## src/srp_pkg.sv

```systemverilog
// Types and constants of the serial register port.
// Used by the top level serial_register_port_fsm; depends on nothing.
package srp_pkg;

	localparam int unsigned ADDR_W = 7;

	localparam logic [3:0] PH_IDLE  = 4'd0;
	localparam logic [3:0] PH_START = 4'd1;
	localparam logic [3:0] PH_BIT0  = 4'd2;
	localparam logic [3:0] PH_END   = 4'd10;

	localparam logic [7:0] CMD_IDLE  = 8'd0;
	localparam logic [7:0] CMD_WRITE = 8'd1;

	localparam logic [ADDR_W-1:0] ADDR_LOCK_FIRST = 7'h57;

	localparam logic [7:0] SET_INDEX_RESET = 8'h22;
	localparam logic [7:0] READ_DATA_RESET = 8'h23;

	localparam logic CFG_SET_INDEX = 1'b0;
	localparam logic CFG_READ_DATA = 1'b1;

	typedef struct packed {
		logic [3:0] other;
		logic       dir;
		logic       clk;
		logic       dat;
	} lines_t;

endpackage

```

## src/srp_ram.sv

```systemverilog
// Generic single-port-write, single-port-read RAM with registered read data.
// No dependencies.
module srp_ram #(
	parameter int unsigned WIDTH = 8,
	parameter int unsigned DEPTH = 128,
	parameter int unsigned AW    = 7
) (
	input  logic             clk,
	input  logic             we,
	input  logic [AW-1:0]    waddr,
	input  logic [WIDTH-1:0] wdata,
	input  logic [AW-1:0]    raddr,
	output logic [WIDTH-1:0] rdata
);

	logic [WIDTH-1:0] mem [DEPTH];
	logic [WIDTH-1:0] rdata_q;

	always_ff @(posedge clk) begin
		if (we) begin
			mem[waddr] <= wdata;
		end
		rdata_q <= mem[raddr];
	end

	assign rdata = rdata_q;

endmodule

```

## src/serial_register_port_fsm.sv

```systemverilog
// Serial register port: start/stop detection, byte shifting, register file writes and reads.
// Depends on srp_pkg and srp_ram.
//
// Channel | Handshake            | Beat contents
// in      | in_valid / in_ready  | clock_line, data_line, direction_out, other_bits
// out     | out_valid / out_ready| data_readback, link_phase, active_index, current_command
// cfg     | cfg_we               | cfg_index, cfg_wdata
//
// One beat per cycle is sustained while the output is not stalled.
// The input register feeds the edge decode and state update into the result register.
// The register file read is registered and always addresses the index in force.
// Reset clears the port state and the entry valid bits, not the RAM or data registers.
// A stalled output holds its beat while one more input beat waits in the input register.
module serial_register_port_fsm #(
	parameter int unsigned REG_COUNT = 128
) (
	input  logic       clk,
	input  logic       arst_n,
	input  logic       in_valid,
	output logic       in_ready,
	input  logic       clock_line,
	input  logic       data_line,
	input  logic       direction_out,
	input  logic [3:0] other_bits,
	output logic       out_valid,
	input  logic       out_ready,
	output logic       data_readback,
	output logic [3:0] link_phase,
	output logic [7:0] active_index,
	output logic [7:0] current_command,
	input  logic       cfg_we,
	input  logic       cfg_index,
	input  logic [7:0] cfg_wdata
);

	import srp_pkg::*;

	localparam logic [ADDR_W:0] COUNT_L = (ADDR_W+1)'(REG_COUNT);

	lines_t           item_s1;
	logic             valid_s1;
	logic             advance;

	logic [7:0]       set_code_q;
	logic [7:0]       read_code_q;
	lines_t           last_q;
	logic [3:0]       phase_q;
	logic [7:0]       cmd_q;
	logic [7:0]       shift_q;
	logic [7:0]       index_q;
	logic [REG_COUNT-1:0] entry_valid_q;
	logic             rd_valid_q;
	logic             rd_range_q;

	logic             out_valid_q;
	logic             data_q;

	lines_t           ctl_c;
	logic [3:0]       phase_c;
	logic [7:0]       cmd_c;
	logic [7:0]       shift_c;
	logic [7:0]       index_c;
	logic             wr_c;
	logic [7:0]       wdata_c;
	logic [2:0]       bitpos;
	logic [ADDR_W-1:0] addr;
	logic [7:0]       ram_rdata;
	logic [7:0]       rd_byte;
	logic             ram_we;
	logic [ADDR_W-1:0] ram_raddr;

	assign advance  = valid_s1 && (!out_valid_q || out_ready);
	assign in_ready = !valid_s1 || advance;

	always_ff @(posedge clk or negedge arst_n) begin
		if (!arst_n) begin
			valid_s1 <= 1'b0;
		end else if (in_ready) begin
			valid_s1 <= in_valid;
		end
	end

	always_ff @(posedge clk) begin
		if (in_ready && in_valid) begin
			item_s1 <= '{other: other_bits, dir: direction_out, clk: clock_line, dat: data_line};
		end
	end

	always_ff @(posedge clk or negedge arst_n) begin
		if (!arst_n) begin
			set_code_q  <= SET_INDEX_RESET;
			read_code_q <= READ_DATA_RESET;
		end else if (cfg_we) begin
			unique case (cfg_index)
				CFG_SET_INDEX: set_code_q  <= cfg_wdata;
				CFG_READ_DATA: read_code_q <= cfg_wdata;
				default: ;
			endcase
		end
	end

	assign addr    = index_q[ADDR_W-1:0];
	assign rd_byte = (rd_valid_q && rd_range_q) ? ram_rdata : 8'd0;
	assign bitpos  = 3'(phase_q - PH_BIT0);

	always_comb begin
		ctl_c   = item_s1;
		phase_c = phase_q;
		cmd_c   = cmd_q;
		shift_c = shift_q;
		index_c = index_q;
		wr_c    = 1'b0;
		wdata_c = shift_q;
		if (phase_q == PH_IDLE) begin
			if (last_q.clk && last_q.dat && !ctl_c.dat) begin
				phase_c = PH_START;
			end
		end else if (last_q.clk && !last_q.dat && ctl_c.dat) begin
			phase_c = PH_IDLE;
		end else if (phase_q == PH_START) begin
			if (last_q.clk && !last_q.dat && !ctl_c.clk) begin
				phase_c = PH_BIT0;
				cmd_c   = CMD_IDLE;
			end
		end else if (last_q.clk && !ctl_c.clk) begin
			if (ctl_c.dir) begin
				shift_c = shift_q | (8'(ctl_c.dat) << (3'd7 - bitpos));
				wdata_c = shift_c;
				phase_c = phase_q + 4'd1;
				if (phase_c >= PH_END) begin
					if (cmd_q == CMD_IDLE) begin
						cmd_c = shift_c;
					end else if (cmd_q == CMD_WRITE) begin
						wr_c    = (addr != '0) && (addr < ADDR_LOCK_FIRST)
							&& ({1'b0, addr} < COUNT_L);
						index_c = index_q + 8'd1;
					end else if (cmd_q == set_code_q) begin
						index_c = shift_c;
						cmd_c   = CMD_WRITE;
					end
					phase_c = PH_BIT0;
					shift_c = 8'd0;
				end
			end else if (cmd_q == read_code_q) begin
				ctl_c.dat = rd_byte[3'd7 - bitpos];
				phase_c   = phase_q + 4'd1;
				if (phase_c >= PH_END) begin
					index_c = index_q + 8'd1;
					phase_c = PH_BIT0;
				end
			end
		end else if (!ctl_c.dir) begin
			ctl_c.dat = 1'b0;
		end
	end

	assign ram_we    = advance && wr_c;
	assign ram_raddr = advance ? index_c[ADDR_W-1:0] : addr;

	always_ff @(posedge clk or negedge arst_n) begin
		if (!arst_n) begin
			last_q        <= '0;
			phase_q       <= PH_IDLE;
			cmd_q         <= CMD_IDLE;
			shift_q       <= 8'd0;
			index_q       <= 8'd0;
			entry_valid_q <= '0;
			rd_valid_q    <= 1'b0;
			rd_range_q    <= 1'b0;
		end else begin
			if (advance) begin
				last_q  <= ctl_c;
				phase_q <= phase_c;
				cmd_q   <= cmd_c;
				shift_q <= shift_c;
				index_q <= index_c;
			end
			if (ram_we) begin
				entry_valid_q[addr] <= 1'b1;
			end
			rd_range_q <= ({1'b0, ram_raddr} < COUNT_L);
			rd_valid_q <= ({1'b0, ram_raddr} < COUNT_L) && entry_valid_q[ram_raddr];
		end
	end

	srp_ram #(
		.WIDTH(8),
		.DEPTH(REG_COUNT),
		.AW   (ADDR_W)
	) u_file (
		.clk  (clk),
		.we   (ram_we),
		.waddr(addr),
		.wdata(wdata_c),
		.raddr(ram_raddr),
		.rdata(ram_rdata)
	);

	always_ff @(posedge clk or negedge arst_n) begin
		if (!arst_n) begin
			out_valid_q <= 1'b0;
		end else if (advance) begin
			out_valid_q <= 1'b1;
		end else if (out_ready) begin
			out_valid_q <= 1'b0;
		end
	end

	always_ff @(posedge clk) begin
		if (advance) begin
			data_q          <= ctl_c.dat;
			link_phase      <= phase_c;
			active_index    <= index_c;
			current_command <= cmd_c;
		end
	end

	assign out_valid     = out_valid_q;
	assign data_readback = data_q;

	// A write always moves the index on, so the read port never targets the entry being written.
	a_no_collision: assert property (@(posedge clk) disable iff (!arst_n)
		ram_we |-> (ram_raddr != addr))
		else $error("register file read and write collide");

	a_refused_write: assert property (@(posedge clk) disable iff (!arst_n)
		ram_we |-> ((addr != '0) && (addr < ADDR_LOCK_FIRST)))
		else $error("write to a protected register index");

	a_idle_exit: assert property (@(posedge clk) disable iff (!arst_n)
		(phase_q == PH_IDLE) |=> ((phase_q == PH_IDLE) || (phase_q == PH_START)))
		else $error("phase left idle without a start condition");

	a_phase_bound: assert property (@(posedge clk) disable iff (!arst_n)
		phase_q < PH_END)
		else $error("phase beyond the last bit position");

	a_state_hold: assert property (@(posedge clk) disable iff (!arst_n)
		!advance |=> ($stable(phase_q) && $stable(index_q) && $stable(cmd_q)))
		else $error("state changed without a processed beat");

endmodule

```

## config.mk

```make
export PLATFORM = sky130hd
export DESIGN_NAME = serial_register_port_fsm
export DESIGN_NICKNAME = d
export VERILOG_FILES = /design/src/srp_pkg.sv /design/src/srp_ram.sv /design/src/serial_register_port_fsm.sv
export SDC_FILE = /design/constraint.sdc
export NUM_CORES = 2
export LEC_CHECK = 0
export BUFFER_PORTS_ARGS = -buffer_cell sky130_fd_sc_hd__buf_2
export CAP_MARGIN = 10
export CORE_ASPECT_RATIO = 2
export CORE_MARGIN = 2
export CORE_UTILIZATION = 45
export CTS_BUF_LIST = sky130_fd_sc_hd__clkbuf_2 sky130_fd_sc_hd__clkbuf_4 sky130_fd_sc_hd__clkbuf_8
export CTS_CLUSTER_SIZE = 12
export DETAILED_ROUTE_END_ITERATION = 16
export SKIP_CTS_REPAIR_TIMING = 1
export SYNTH_ARGS = -nofsm -noshare
export SYNTH_HDL_FRONTEND = slang
export SYNTH_SLANG_ARGS = --single-unit
```

## constraint.sdc

```tcl
create_clock -name clk -period 15.5 [get_ports clk]
set_clock_uncertainty 0.1 [all_clocks]
set_input_delay 1.55 -clock clk [delete_from_list [all_inputs] [get_ports clk]]
set_output_delay 1.55 -clock clk [all_outputs]
set_load 0.01 [all_outputs]
```

---- Word-level counts from Yosys, hierarchy flattened ----
Memories as Yosys holds them, arrays and structs flattened. A register that Yosys moved wholly into a read port is not among the register bits.
Cells that the tools add are included.
cells by class
  add/subtract/negate cells ............... 4
  $mul .................................... 0
  divide/modulo/power cells ............... 0
  magnitude comparators ................... 6
  equal/unequal tests ..................... 4
  shifts and indexed selects .............. 1
  multiplexer cells ....................... 63
  bitwise logic cells ..................... 6
  reduce and logical (&&, ||, !) cells .... 26
operators with widths
  kind                                                                count
  2-to-1 mux 8 bit                                                    28
  OR 128 bit                                                          1
  2-to-1 mux 4 bit                                                    9
  2-to-1 mux 1 bit                                                    22
  == test 8 bit                                                       2
  less-than comparator 7 x 8 -> 1 bit (second input constant)         2
  logical AND 1 bit                                                   12
  adder 8 x 1 -> 8 bit (second input constant)                        1
  == test 8 x 1 -> 1 bit (second input constant)                      1
  logical NOT 8 bit                                                   1
  OR 8 bit                                                            1
  left shift 1 x 3 -> 8 bit                                           1
  binary-select mux 1 bit (select 7 bit)                              1
  demux 1 bit (select 7 bit)                                          1
  greater-or-equal comparator 7 x 1 -> 1 bit (second input constant)  1
  less-than comparator 7 bit (second input constant)                  1
  2-to-1 mux 7 bit                                                    1
  nonzero test 7 bit                                                  1
  AND reduction 6 bit                                                 1
  logical NOT 1 bit                                                   5
  adder 4 x 1 -> 4 bit (second input constant)                        1
  == test 4 x 1 -> 1 bit (second input constant)                      1
  greater-or-equal comparator 4 bit (second input constant)           1
  logical NOT 4 bit                                                   1
  8 further kinds                                                     13
word-level totals
  register bits ........................... 202
  latch bits .............................. 0
  bits in writable memories ............... 1024
  ROM bits ................................ 0
  input bits .............................. 21
  output and inout bits ................... 23
  word-level logic and storage cells ...... 131
  memories kept ........................... 1
memories
  memory      depth  width  rd ports  clocked after memory_dff  write ports  RTL line       text
  u_file.mem  128    8      1         1                         1            srp_ram.sv:16  logic [WIDTH-1:0] mem [DEPTH];

---- Longest topological paths before layout ----
  depth after elaboration ................. 16
  gate-level depth with buffers ........... 20
  depth with buffers taken out ............ 14

---- By module ----
A second synthesis with hierarchy kept.
unflattened totals
  cells, all modules ...................... 2570
  area total of the unflattened synthesis .. 49530.0 µm²
by module, submodules not included
  module                    instances  cells each  area an instance (µm²)  sequential area each (µm²)
  srp_ram                   1          1635        39665.5                 30909.6
  serial_register_port_fsm  1          935         9864.5                  5181.2

---- Least setup slack after synthesis ----
No wires, ideal clock.
  kind .................................... reg-to-reg
  start point ............................. reg phase_q[0]
  end point ............................... mem u_file.mem[0][0] (data pin)
  setup time .............................. 796 ps
  arrival ................................. 4854 ps
  data required time ...................... 14604 ps
  setup slack ............................. 9750 ps
  stages on the path, launching flop included .. 9
  path buffers ............................ 1
  period minus slack after synthesis ...... 5750 ps
  cells stage by stage .................... dfrtp_1 > clkbuf_1 > inv_1 > ha_1 > nor2_1 > o311ai_1 > nor2_1 > nor2_1 > nor2_1
between the ends
  cells in the longest elaborated chain, start to end .. 9
  elaborated cells between the ends (all ways) .. 11
  those cells by class .................... 2 x add/sub; 1 x eq/ne; 1 x shift; 5 x mux; 1 x bitwise; 1 x reduce/logical
RTL lines
  what                       RTL line                         text
  start, declared            serial_register_port_fsm.sv:47   logic [3:0] phase_q;
  start signal, assigned     serial_register_port_fsm.sv:173  phase_q <= phase_c;
  subtractor 3 x 2 -> 3 bit  serial_register_port_fsm.sv:104  assign bitpos = 3'(phase_q - PH_BIT0);
  subtractor 3 bit           serial_register_port_fsm.sv:127  shift_c = shift_q | (8'(ctl_c.dat) << (3'd7 - bitpos));
  left shift 1 x 3 -> 8 bit  serial_register_port_fsm.sv:127
  OR 8 bit                   serial_register_port_fsm.sv:127
  2-to-1 mux 8 bit           serial_register_port_fsm.sv:126  if (ctl_c.dir) begin
  2-to-1 mux 8 bit           serial_register_port_fsm.sv:125  end else if (last_q.clk && !ctl_c.clk) begin
  2-to-1 mux 8 bit           serial_register_port_fsm.sv:120  end else if (phase_q == PH_START) begin
  2-to-1 mux 8 bit           serial_register_port_fsm.sv:118  end else if (last_q.clk && !last_q.dat && ctl_c.dat) begin
  2-to-1 mux 8 bit *         serial_register_port_fsm.sv:114  if (phase_q == PH_IDLE) begin
  net u_file.wdata[0]        srp_ram.sv:11                    input logic [WIDTH-1:0] wdata,
  end, declared              srp_ram.sv:16
The timed path passes the listed nets; every way through them passes the cells marked *.

---- Worst setup path after layout ----
  start point ............................. reg phase_q[0]
  end point ............................... reg u_file.rdata_q[5], in the netlist u_file.rdata[5], read port of u_file.mem
between the ends
  cells in the longest elaborated chain, start to end .. 14
  elaborated cells between the ends (all ways) .. 20
  those cells by class .................... 3 x add/sub; 1 x order compare; 1 x eq/ne; 1 x shift; 12 x mux; 1 x bitwise; 1 x reduce/logical
RTL lines
  what                       RTL line                         text
  subtractor 3 x 2 -> 3 bit  serial_register_port_fsm.sv:104
  subtractor 3 bit           serial_register_port_fsm.sv:127
  left shift 1 x 3 -> 8 bit  serial_register_port_fsm.sv:127
  OR 8 bit                   serial_register_port_fsm.sv:127
  2-to-1 mux 8 bit           serial_register_port_fsm.sv:137  end else if (cmd_q == set_code_q) begin
  2-to-1 mux 8 bit           serial_register_port_fsm.sv:133  end else if (cmd_q == CMD_WRITE) begin
  2-to-1 mux 8 bit           serial_register_port_fsm.sv:131  if (cmd_q == CMD_IDLE) begin
  2-to-1 mux 8 bit           serial_register_port_fsm.sv:130  if (phase_c >= PH_END) begin
  2-to-1 mux 8 bit           serial_register_port_fsm.sv:126
  2-to-1 mux 8 bit           serial_register_port_fsm.sv:125
  2-to-1 mux 8 bit           serial_register_port_fsm.sv:120
  2-to-1 mux 8 bit           serial_register_port_fsm.sv:118
  2-to-1 mux 8 bit *         serial_register_port_fsm.sv:114
  2-to-1 mux 7 bit *         serial_register_port_fsm.sv:158  assign ram_raddr = advance ? index_c[ADDR_W-1:0] : addr;
  end, declared              srp_ram.sv:17                    logic [WIDTH-1:0] rdata_q;
Every way passes the cells marked *; elsewhere a longest branch is shown, timed or not.
A chain may end at the register's enable or synchronous reset.

==> qor.yml <==
gp_congestion: 0.906
place_ws_ns: 7.51
num_rows: 174
synth.cell_area_sq_um: 50900
fmax_mhz: 130
seq_area_frac_synth_pct: 70.9
final_cell_mix: "1,151 x nand2_1, 1,048 x edfxtp_1, 737 x nand3_1"
hold_violations: 0
viasPerCell: 5.45
synth-edff-count: 1048
crit_type: "reg -> reg"
grt_pass1_wl_mm: 207
min-delay-start: "entry_valid_q[93]"
crit_fanout: 71
vias: 33600
cts_tree: "done"
antenna_found_initial: 2
track_usage_pct: 23.9
postSynth.asyncResetShare_pct: 14.4
p_per_area_nw_per_um2: 130
detail_route.wl_per_cell_um: 22.5
crit_path_start_kind: "flip-flop"
final_nets: 4571
postRouteAntennaNets: 0
p_total_mw: 7.39
path_buf_inv: 4
slew-limit-headroom_pct: 22.3
utilization_pct: 50.6
syn_avg_cell_area_sq_um: 12.0
yosys_warnings: 0
grt_max_degree: 154
cp_slowest_cell: "dfrtp_1"
synth_seq_cells: 1234
r2r-start: "phase_q[0]"
finalCritPeriodShare_pct: 49.7
cts_buffers: 164
setup_viol: 0
crit_arrival_ns: 8.43
syn_to_final_growth_pct: 11.7
max_stage_delay_ns: 0.90
syn_inst: 4244
finalSetupTns_ns: 0
cp_data_required_time_ns: 16.23
critPathTopFamily: "buffers and inverters"
drc: 0
status: "finished, final reports clean"
hold_depth: 0
clk_path_buf_depth: 3
irDropWorstVdd_mv: 0.137
reg2regPathDepth: 16
synthFlopType: "edfxtp_1"
cp_cell_sequence: "inv_1 > ha_1 > nor3b_1 > nor3_1 > nand3_2 > a211oi_1 > a211o_4 > buf_4 > buf_4 > buf_4 > mux2i_1 > mux2_1 > a221oi_2 > a31oi_1 > nor4_1 > and4_1"
cpMostUsedCell: "buf_4"
ys_types: 94
clk_latency_ns: 0.88
cts_root_buffer: "clkbuf_8"
ctsHtreeMaxLevel: 4
core_area_sq_um: 112000
slew_violations: 0
fin_ws_ns: 7.80
wl_mm: 139
min_to: "entry_valid_q[93]"
design.die.area_sq_um: 116000
end_kind: "flip-flop"
cts_sinks: 1234
drive_above_1_share_pct: 11.4
layout_commonest_cell: "nand2_1"
min_period_ns: 7.70
post-place-cells: 5873
tightest_slew_ns: 1.17
grt_overflow_total: 0
drv_cap: 0
p_leak_nw: 22.0
min_path_type: "reg -> reg"
dieWidth_um: 242
hpwl_mm: 83.3
dr.pass1.iters: 7
drtIter0Drc: 2799
final_cells: 6179
initial_core_util_pct: 45.3
die_h_um: 480
r2r_slack_ns: 7.80
io_pins: 44
clkTransAtPathRegs_ns: 0.07
grt_pass1_vias: 32900
r2r_end: "u_file.rdata[5]"
rsz0062_at_grt: "false"
port_buffers: 39
## cells in the mapped netlist (44+ instances only)
cell type	count	area share [%]
clkbuf_1	103	0.76
mux2i_1	52	1.0
buf_2	167	1.6
nor2_1	141	1.0
edfxtp_1	1048	62
nand2_1	1151	8.5
or2_2	82	1.0
dfrtp_1	173	8.5
nand3_1	738	7.3
a21oi_1	61	0.60
o21ai_0	44	0.43
nand4_1	75	0.92
## through the flow
| step | instance area, sq um | hold WS (ns) |
|---|---|---|
| after global placement | 53500 | 0.264 |
| after CTS | 56900 | 0.279 |
| after detailed placement | 53500 | 0.265 |
| after global routing | 56900 | 0.282 |
| after floorplan | 52200 | 0.327 |
| final | 56900 | 0.276 |
## power by group
group	switching [mW]	leakage (nW)	internal, mW
clock	1.23	1.76	1.29
sequential	0.0745	13.5	3.71
combinational	0.792	6.75	0.294
total	2.10	22.0	5.30
## layer usage
layer	part of all wire [%]	track usage, %
met1	36	26.1
met2	53	43.3
met3	4.8	3.63
met4	6.6	14.8
met5	0	0
## kinds of logic (layout without fill, tap and decap cells)
| group | after synthesis | count (layout) | synth area share (%) |
|---|---|---|---|
| AO/OA/AOI/OAI | 245 | 245 | 3.21 |
| XOR/XNOR | 21 | 21 | 0.361 |
| flip-flops | 1234 | 1234 | 70.9 |
| adder cells (fa/ha/maj) | 6 | 6 | 0.147 |
| AND/OR/NAND/NOR | 2335 | 2335 | 20.8 |
| multiplexers | 77 | 77 | 1.63 |
| buffers and inverters | 324 | 435 | 3.02 |
| other | 2 | 330 | 0.0147 |
## sequential cells by signal (all words and copies together) (netlist names)
register	flops
entry_valid_q	128
read_code_q	8
rd_range_q	1
out_valid	1
phase_q	4
u_file.mem	1024
active_index	8
item_s1	1
cmd_q	8
u_file.rdata	8
valid_s1	1
set_code_q	8
index_q	8
last_q	2
data_readback	1
rd_valid_q	1
current_command	8
link_phase	4
ctl_c	2
shift_q	8
## cell type report
cell class	count	area, sq um
Antenna cell	1	2.50
Clock buffer	227	2840
Clock inverter	77	548
Fill cell	9879	55400
Inverter	22	100
Multi-Input combinational cell	3013	14700
Sequential cell	1234	36100
Tap cell	1496	1870
Timing Repair Buffer	109	787
## how the worst max path moves through the flow
stage / startpoint / to / cells past startpoint
6_report: phase_q[0] / u_file.rdata[5] / 16
5_1_grt: phase_q[0] / u_file.rdata[5] / 16
4_1_cts: phase_q[0] / u_file.rdata[5] / 16
3_5_place_dp: out_ready / u_file.rdata[7] / 16
3_3_place_gp: out_ready / u_file.rdata[7] / 16
2_1_floorplan: phase_q[0] / u_file.mem[0][0] / 8
No activity file was read; power rests on OpenSTA's default activity.
